**src/sv/ocst_pkg.sv**
```systemverilog
`timescale 1ns / 1ps
`default_nettype none

package ocst_pkg;

	// Table size and derived widths
	localparam int CAPACITY = 64;
	localparam int IDX_W    = (CAPACITY > 1) ? $clog2(CAPACITY) : 1;
	localparam int CNT_W    = $clog2(CAPACITY + 1);
	localparam int REM_W    = CNT_W + 1;

	// Field widths fixed by the interface
	localparam int CMD_W    = 3;
	localparam int SUIT_W   = 3;
	localparam int NUM_W    = 4;
	localparam int CODE_W   = SUIT_W + NUM_W;
	localparam int POS_W    = 8;
	localparam int WHERE_W  = 8;
	localparam int COUNT_W  = 9;
	localparam int STEP_W   = $clog2(POS_W);
	localparam logic [STEP_W-1:0] STEP_LAST = STEP_W'(POS_W - 1);

	typedef enum logic [CMD_W-1:0] {
		CMD_INSERT      = 3'd0,
		CMD_REMOVE_CARD = 3'd1,
		CMD_REMOVE_NUM  = 3'd2,
		CMD_PICKUP      = 3'd3,
		CMD_LOCATE_CARD = 3'd4,
		CMD_LOCATE_NUM  = 3'd5
	} cmd_t;

	typedef enum logic [2:0] {
		ST_IDLE,
		ST_SCAN,
		ST_MOD,
		ST_SHIFT,
		ST_DONE
	} state_t;

	typedef struct packed {
		logic [CMD_W-1:0]  cmd;
		logic [SUIT_W-1:0] card_suit;
		logic [NUM_W-1:0]  card_number;
		logic [POS_W-1:0]  position;
	} in_word_t;

	typedef struct packed {
		logic               ok;
		logic [WHERE_W-1:0] where;
		logic [SUIT_W-1:0]  out_suit;
		logic [NUM_W-1:0]   out_number;
		logic [COUNT_W-1:0] count;
	} out_word_t;

	typedef struct packed {
		logic              we;
		logic [IDX_W-1:0]  waddr;
		logic [CODE_W-1:0] wdata;
		logic [IDX_W-1:0]  raddr;
	} mem_req_t;

endpackage

`default_nettype wire

```
**src/sv/ocst_mem.sv**
```systemverilog
`timescale 1ns / 1ps
`default_nettype none

module ocst_mem
	import ocst_pkg::*;
(
	input  wire logic              clk,
	input  mem_req_t               req,
	output logic      [CODE_W-1:0] rdata
);

	logic [CODE_W-1:0] mem [CAPACITY];

	// Write one entry, read one entry with registered data
	always_ff @(posedge clk) begin
		if (req.we) begin
			mem[req.waddr] <= req.wdata;
		end
		rdata <= mem[req.raddr];
	end

endmodule

`default_nettype wire

```
**src/sv/ocst_seq.sv**
```systemverilog
`timescale 1ns / 1ps
`default_nettype none

module ocst_seq
	import ocst_pkg::*;
(
	input  wire logic              clk,
	input  wire logic              arst_n,
	input  wire logic              start,
	input  in_word_t               in_word,
	output logic                   idle,
	output logic                   res_valid,
	input  wire logic              res_take,
	output out_word_t              res,
	output mem_req_t               mem_req,
	input  wire logic [CODE_W-1:0] rdata
);

	state_t            state_q, state_d;
	logic [CNT_W-1:0]  held_q, held_d;
	logic              rvalid_s1, rvalid_d;
	logic [CMD_W-1:0]  cmd_q, cmd_d;
	logic [CODE_W-1:0] code_q, code_d;
	logic [POS_W-1:0]  pos_q, pos_d;
	logic [CNT_W-1:0]  idx_q, idx_d;
	logic [IDX_W-1:0]  hit_q, hit_d;
	logic [CODE_W-1:0] card_q, card_d;
	logic              ok_q, ok_d;
	logic [REM_W-1:0]  rem_q, rem_d;
	logic [STEP_W-1:0] step_q, step_d;
	logic [IDX_W-1:0]  raddr_s1, raddr_d;

	logic              by_num;
	logic              hit_now;
	logic              issue;
	logic [REM_W-1:0]  rem_sh;
	logic [REM_W-1:0]  rem_new;

	// Control registers
	always_ff @(posedge clk or negedge arst_n) begin
		if (!arst_n) begin
			state_q   <= ST_IDLE;
			held_q    <= '0;
			rvalid_s1 <= 1'b0;
		end else begin
			state_q   <= state_d;
			held_q    <= held_d;
			rvalid_s1 <= rvalid_d;
		end
	end

	// Working registers of the current command
	always_ff @(posedge clk) begin
		cmd_q    <= cmd_d;
		code_q   <= code_d;
		pos_q    <= pos_d;
		idx_q    <= idx_d;
		hit_q    <= hit_d;
		card_q   <= card_d;
		ok_q     <= ok_d;
		rem_q    <= rem_d;
		step_q   <= step_d;
		raddr_s1 <= raddr_d;
	end

	// Shared compare and compare-subtract
	assign by_num  = (cmd_q == CMD_REMOVE_NUM) || (cmd_q == CMD_LOCATE_NUM);
	assign hit_now = rvalid_s1 && (by_num ? (rdata[NUM_W-1:0] == code_q[NUM_W-1:0])
	                                      : (rdata == code_q));
	assign issue   = idx_q < held_q;
	assign rem_sh  = {rem_q[REM_W-2:0], pos_q[POS_W-1]};
	assign rem_new = (rem_sh >= REM_W'(held_q)) ? (rem_sh - REM_W'(held_q)) : rem_sh;

	// Sequencer
	always_comb begin
		state_d = state_q;
		held_d  = held_q;
		rvalid_d = 1'b0;
		cmd_d   = cmd_q;
		code_d  = code_q;
		pos_d   = pos_q;
		idx_d   = idx_q;
		hit_d   = hit_q;
		card_d  = card_q;
		ok_d    = ok_q;
		rem_d   = rem_q;
		step_d  = step_q;
		raddr_d = raddr_s1;
		mem_req.we    = 1'b0;
		mem_req.waddr = hit_q;
		mem_req.wdata = code_q;
		mem_req.raddr = idx_q[IDX_W-1:0];
		idle      = 1'b0;
		res_valid = 1'b0;

		case (state_q)
			ST_IDLE: begin
				idle = 1'b1;
				if (start) begin
					cmd_d  = in_word.cmd;
					code_d = {in_word.card_suit, in_word.card_number};
					pos_d  = in_word.position;
					idx_d  = '0;
					hit_d  = '0;
					card_d = '0;
					ok_d   = 1'b0;
					rem_d  = '0;
					step_d = '0;
					case (in_word.cmd) inside
						CMD_INSERT, CMD_REMOVE_CARD, CMD_REMOVE_NUM,
						CMD_LOCATE_CARD, CMD_LOCATE_NUM: begin
							state_d = ST_SCAN;
						end
						CMD_PICKUP: begin
							state_d = (held_q == '0) ? ST_DONE : ST_MOD;
						end
						default: begin
							state_d = ST_DONE;
						end
					endcase
				end
			end

			ST_SCAN: begin
				if (hit_now) begin
					// First match: finish or move on to compaction
					hit_d = raddr_s1;
					ok_d  = 1'b1;
					case (cmd_q)
						CMD_INSERT: begin
							card_d  = code_q;
							state_d = ST_DONE;
						end
						CMD_REMOVE_CARD, CMD_REMOVE_NUM: begin
							card_d  = rdata;
							idx_d   = CNT_W'(raddr_s1);
							state_d = ST_SHIFT;
						end
						default: begin
							card_d  = rdata;
							state_d = ST_DONE;
						end
					endcase
				end else if (issue) begin
					// Advance the read pointer
					rvalid_d = 1'b1;
					raddr_d  = idx_q[IDX_W-1:0];
					idx_d    = idx_q + 1'b1;
				end else begin
					// No match anywhere: append on insert if there is room
					if ((cmd_q == CMD_INSERT) && (held_q < CNT_W'(CAPACITY))) begin
						mem_req.we    = 1'b1;
						mem_req.waddr = held_q[IDX_W-1:0];
						hit_d  = held_q[IDX_W-1:0];
						card_d = code_q;
						ok_d   = 1'b1;
						held_d = held_q + 1'b1;
					end
					state_d = ST_DONE;
				end
			end

			ST_MOD: begin
				// One remainder bit per cycle
				rem_d  = rem_new;
				pos_d  = pos_q << 1;
				step_d = step_q + 1'b1;
				if (step_q == STEP_LAST) begin
					idx_d   = CNT_W'(rem_new);
					hit_d   = IDX_W'(rem_new);
					ok_d    = 1'b1;
					state_d = ST_SHIFT;
				end
			end

			ST_SHIFT: begin
				// Take the picked card, then move each later entry down one place
				if (rvalid_s1) begin
					if (raddr_s1 == hit_q) begin
						card_d = rdata;
					end else begin
						mem_req.we    = 1'b1;
						mem_req.waddr = raddr_s1 - 1'b1;
						mem_req.wdata = rdata;
					end
				end
				if (issue) begin
					rvalid_d = 1'b1;
					raddr_d  = idx_q[IDX_W-1:0];
					idx_d    = idx_q + 1'b1;
				end else begin
					held_d  = held_q - 1'b1;
					state_d = ST_DONE;
				end
			end

			ST_DONE: begin
				res_valid = 1'b1;
				if (res_take) begin
					state_d = ST_IDLE;
				end
			end

			default: begin
				state_d = ST_IDLE;
			end
		endcase
	end

	// Result word; failures report zeros
	always_comb begin
		res.ok         = ok_q;
		res.where      = ok_q ? WHERE_W'(hit_q) : '0;
		res.out_suit   = ok_q ? card_q[CODE_W-1:NUM_W] : '0;
		res.out_number = ok_q ? card_q[NUM_W-1:0] : '0;
		res.count      = COUNT_W'(held_q);
	end

endmodule

`default_nettype wire

```
**src/sv/ordered_card_set_table_top.sv**
```systemverilog
// Lookup and insert walk the held cards up to the first match; removal adds
// compaction of the later entries, and pickup takes 8 remainder steps plus compaction.
// Throughput: one word at a time; set by the table walked one entry per cycle on its read port.
// The result sits in an output register, so the next word is taken while it waits.
// Reset clears the count and all control; table contents are not cleared.
`timescale 1ns / 1ps
`default_nettype none

module ordered_card_set_table_top
	import ocst_pkg::*;
(
	input  wire logic clk,
	input  wire logic arst_n,
	input  wire logic in_valid,
	output logic      in_ready,
	input  in_word_t  in_word,
	output logic      out_valid,
	input  wire logic out_ready,
	output out_word_t out_word
);

	logic              start;
	logic              seq_idle;
	logic              res_valid;
	logic              res_take;
	out_word_t         res;
	mem_req_t          mem_req;
	logic [CODE_W-1:0] rdata;
	logic              out_valid_q;
	out_word_t         out_word_q;

	assign in_ready = seq_idle;
	assign start    = in_valid && in_ready;
	assign res_take = !out_valid_q || out_ready;

	ocst_seq u_seq (
		.clk       (clk),
		.arst_n    (arst_n),
		.start     (start),
		.in_word   (in_word),
		.idle      (seq_idle),
		.res_valid (res_valid),
		.res_take  (res_take),
		.res       (res),
		.mem_req   (mem_req),
		.rdata     (rdata)
	);

	ocst_mem u_mem (
		.clk   (clk),
		.req   (mem_req),
		.rdata (rdata)
	);

	// Hold the result word until taken
	always_ff @(posedge clk or negedge arst_n) begin
		if (!arst_n) begin
			out_valid_q <= 1'b0;
		end else if (res_valid && res_take) begin
			out_valid_q <= 1'b1;
		end else if (out_ready) begin
			out_valid_q <= 1'b0;
		end
	end

	always_ff @(posedge clk) begin
		if (res_valid && res_take) begin
			out_word_q <= res;
		end
	end

	assign out_valid = out_valid_q;
	assign out_word  = out_word_q;

`ifndef SYNTHESIS
	a_count_bound: assert property (@(posedge clk) disable iff (!arst_n)
		out_valid |-> (out_word.count <= COUNT_W'(CAPACITY)))
		else $error("count above capacity");

	a_fail_zero: assert property (@(posedge clk) disable iff (!arst_n)
		(out_valid && !out_word.ok) |->
		(out_word.where == '0 && out_word.out_suit == '0 && out_word.out_number == '0))
		else $error("failed word carries nonzero fields");

	a_busy_after_accept: assert property (@(posedge clk) disable iff (!arst_n)
		(in_valid && in_ready) |=> !in_ready)
		else $error("second word taken while busy");

	a_where_bound: assert property (@(posedge clk) disable iff (!arst_n)
		(out_valid && out_word.ok) |-> (COUNT_W'(out_word.where) <= out_word.count))
		else $error("position beyond count");
`endif

endmodule

`default_nettype wire
```
**config.mk**
```make
export PLATFORM = sky130hd
export DESIGN_NAME = ordered_card_set_table_top
export DESIGN_NICKNAME = d
export VERILOG_FILES = /design/src/sv/ocst_pkg.sv /design/src/sv/ocst_mem.sv /design/src/sv/ocst_seq.sv /design/src/sv/ordered_card_set_table_top.sv
export SDC_FILE = /design/constraint.sdc
export NUM_CORES = 1
export LEC_CHECK = 0
export ABC_AREA = 1
export CELL_PAD_IN_SITES_DETAIL_PLACEMENT = 0
export CELL_PAD_IN_SITES_GLOBAL_PLACEMENT = 1
export CORE_UTILIZATION = 56
export DETAILED_ROUTE_END_ITERATION = 8
export DONT_BUFFER_PORTS = 1
export HOLD_SLACK_MARGIN = 0.02
export PLACE_DENSITY_LB_ADDON = 0.12
export SLEW_MARGIN = 40
export SYNTH_ARGS = -nofsm -noshare
export SYNTH_HDL_FRONTEND = slang
export SYNTH_SLANG_ARGS = --single-unit
```
**constraint.sdc**
```tcl
create_clock -name clk -period 13.95 [get_ports clk]
set_clock_uncertainty 0.05 [all_clocks]
set_input_delay 1.395 -clock clk [delete_from_list [all_inputs] [get_ports clk]]
set_output_delay 1.395 -clock clk [all_outputs]
set_load 0.01 [all_outputs]
```
==> metrics.txt <==
status=finished, final reports clean; max-slew violations=0; CP Capture Type=flip-flop; post-route insts no fill=2522; total power draw=5.759 mW; HP Class=in2async; Post-Syn Instances=1967; count of final hold-check violations=0; GP Congestion=0.9208; crit-path max FO=155; Num Clock Sinks=543; Slew @ Worst Pin=0.8819 ns; number of global-route vias before repair=15130; root buffer cell=clkbuf_16; Setup CP Type=reg2reg; vias per cell=6.154; Post-CTS Hold Buffers=0; Critical Path, Cell by Cell=buf_12, clkinv_8, nand2_1, nand2_1, nand2_1, nand2_2, nand2_2, nand3_1, o21ai_4, inv_2, nor2_8, nand3_4, nor2_1; Ys Warns=0; Clock Pin Slew Worst Setup and Hold Paths=0.06 ns; Syn Area/Cell=11.85 µm²; remaining global-route overflow=0; post-CTS resize count=0; chip height=206.1 µm; Setup TNS=0 ns; CTS Buf Count=55; DRC Markers=0; max-cap violation count=0; Seq/Total Area, Yosys=0.6937; 1st-pass router iterations=6; crit start category=flip-flop; predominant post-synthesis flop cell=edfxtp_1; CP top delay family=simple AND/OR/NAND/NOR gates; dpl cells=2419; number of synthesized flops with an enable pin=524; Initial Util=0.5698; Ports=49; Clock power frac=0.266; H-tree depth=2; post-detailed-route count of antenna-violating nets=0; GRT Resource Usage Total=0.2942; Max Clk Rate=241.6 MHz; ant diodes=0; layout cell share with drive strength beyond 1=0.09045; Seq. cell area=16180 µm²; multi-input logic area=6461 µm²; Area growth, synth to finish=10.62%; Crit path required time=14.15 ns; CTS tree=done; pin count of the biggest net entering global routing=230; Critical-path top delay cell=nor2_1; Sw Share=0.3929; final core utilization=0.6303; HPWL Detailed=36680 µm; Wirelength per Cell=24.13 µm; clock buffer depth=3; total number of vias=15520; Switch Pwr=2.262 mW; final WL=60860 µm; core area=40920 µm²; most frequent CP cell=nand2_1; Setup Viol. Count Final=0; Pleak=8.901 nW; power per standard cell area=223.2 nW/µm²; Final period util=0.2967; post-synthesis register bit count=543; initial antenna violation count=0; NumNets Final=1991; post-synthesis instance area=23320 µm²; asr flop ratio synth=0.02210; port bufs=0; Skew-Pair Late Insertion Delay=0.62 ns; Gate power share=0.363; WHS=0.4338 ns; die footprint=42460 µm²; Peak VDD IR=0.0002004 V; 1st-iter DRT viols=1673; Synth cell types=47; Max transition margin=0.4114; sequential share of power=0.371; CP Buf/Inv Count=3; first-pass GRT wire length=91440 µm; Post CTS Setup Buffer Count=0; CP max stage delay=0.62 ns; critical path arrival=4.34 ns; Die X=206.1 µm; RSZ-0062 raised after global routing=no; internal power=3.496 mW; site row count=74; FILL cells=3177; minimum clock period=4.139 ns
## cell type report
type / count / area share
clock buffer: 69 / 0.05622
clock inverter: 33 / 0.01678
inverter: 102 / 0.01533
multi-input combinational: 1223 / 0.2505
sequential: 543 / 0.6271
tap: 532 / 0.02581
timing repair buffer: 20 / 0.008295
## synth_stat cells, types with 5 or more instances
cell type / n / area, µm²
xor2_1: 12 / 105.1
inv_1: 85 / 319.1
nand3_1: 86 / 430.4
o22ai_1: 73 / 456.7
o211ai_1: 28 / 210.2
o21ai_0: 260 / 1301
dfrtp_1: 12 / 300.3
o221ai_1: 41 / 359.1
a21oi_1: 18 / 90.09
dfxtp_1: 7 / 140.1
o21ai_1: 6 / 30.03
xnor2_1: 9 / 78.83
clkbuf_1: 86 / 322.8
nand4_1: 13 / 81.33
buf_2: 7 / 35.03
inv_2: 13 / 48.80
nand3_4: 10 / 175.2
nand2_1: 240 / 900.9
nand2_2: 10 / 62.56
edfxtp_1: 524 / 15740
nor2_4: 6 / 67.56
nor2_1: 346 / 1299
ha_1: 22 / 275.3
nand3_2: 5 / 50.05
## final timing paths
| path | end | from | cells after the start | slack (ns) |
|---|---|---|---|---|
| worst max-delay path | u_mem.mem[35][5]$_DFFE_PP_ | u_seq.idx_q[0]$_DFFE_PP_ | 13 | 9.81 |
| min in group clk | out_word[6]$_DFFE_PP_ | u_seq.held_q[6]$_DFFE_PN0P_ | 0 | 0.45 |
| max in group asynchronous | u_seq.state_q[1]$_DFFE_PN0P_ | arst_n | 0 | 13.34 |
| worst min register to register | out_word[6]$_DFFE_PP_ | u_seq.held_q[6]$_DFFE_PN0P_ | 0 | 0.45 |
| worst max register to register | u_mem.mem[35][5]$_DFFE_PP_ | u_seq.idx_q[0]$_DFFE_PP_ | 13 | 9.81 |
| worst min-delay path | u_seq.held_q[4]$_DFFE_PN0P_ | arst_n | 0 | 0.43 |
## cells in the final DEF, fill, tap and decap left out, types with 6 or more instances in the layout
| cell type | n |
|---|---|
| nor2_4 | 7 |
| dfxtp_1 | 7 |
| buf_4 | 12 |
| nand3_1 | 86 |
| nand2_2 | 11 |
| clkbuf_16 | 56 |
| o21ai_4 | 8 |
| bufinv_16 | 9 |
| edfxtp_1 | 524 |
| o211ai_1 | 28 |
| xor2_1 | 12 |
| o221ai_1 | 41 |
| dfrtp_1 | 12 |
| nand4_1 | 13 |
| nor2_1 | 343 |
| clkinvlp_4 | 8 |
| inv_2 | 14 |
| a21oi_1 | 18 |
| nand3_4 | 10 |
| clkinv_2 | 7 |
| clkinv_1 | 11 |
| o21ai_0 | 253 |
| ha_1 | 22 |
| nand2_1 | 239 |
| o22ai_1 | 73 |
| inv_1 | 83 |
| xnor2_1 | 9 |
| o21ai_1 | 6 |
| clkbuf_1 | 13 |
## cell families (layout without fill, tap and decap cells)
kind of cell             count (synthesis)  after routing  synth area share
XOR/XNOR                                21             21          0.007888
adder cells (fa/ha/maj)                 24             24           0.01352
AO/OA/AOI/OAI                          437            437            0.1089
buffers and inverters                  204            224           0.03418
other                                    1              4         0.0001608
AND/OR/NAND/NOR                        737            737            0.1417
flip-flops                             543            543            0.6937
## metal layers
metal  part of all wire  global-route usage
met1               0.41              0.4052
met2               0.47              0.4733
met3              0.084             0.04163
met4              0.036              0.1187
met5                  0                   0
## through the flow
stage | area (µm²) | setup WS (ns)
3_5_place_dp | 23870 | 9.720
2_1_floorplan | 23330 | 9.353
6_report | 25790 | 9.811
3_3_place_gp | 23820 | 9.691
5_1_grt | 25790 | 9.516
4_1_cts | 25750 | 9.718
## state kept, by name, indices dropped and copies added (netlist names), 7 cells and up
| register | count |
|---|---|
| u_seq.rem_q | 7 |
| u_seq.code_q | 7 |
| u_seq.idx_q | 7 |
| u_seq.held_q | 7 |
| u_seq.pos_q | 8 |
| u_mem.mem | 448 |
| u_seq.card_q | 7 |
| u_mem.rdata | 7 |
| out_word | 21 |
## worst reg2reg max path: stages (launching register included)
cell and delay [ns]:
edfxtp_1 0.37, buf_12 0.41, clkinv_8 0.50, nand2_1 0.30, nand2_1 0.07, nand2_1 0.07, nand2_2 0.11, nand2_2 0.28
nand3_1 0.18, o21ai_4 0.27, inv_2 0.10, nor2_8 0.17, nand3_4 0.27, nor2_1 0.62
## power by group through the flow
stage          Sequential, mW  Clock (mW)  Combinational (mW)
2_1_floorplan            2.14           0                1.41
3_3_place_gp             2.17           0                2.03
3_5_place_dp             2.17           0                2.05
4_1_cts                  2.14        1.54                2.06
5_1_grt                  2.15        1.61                2.29
6_report                 2.14        1.53                2.09
Power figures use the tool's default switching activity.
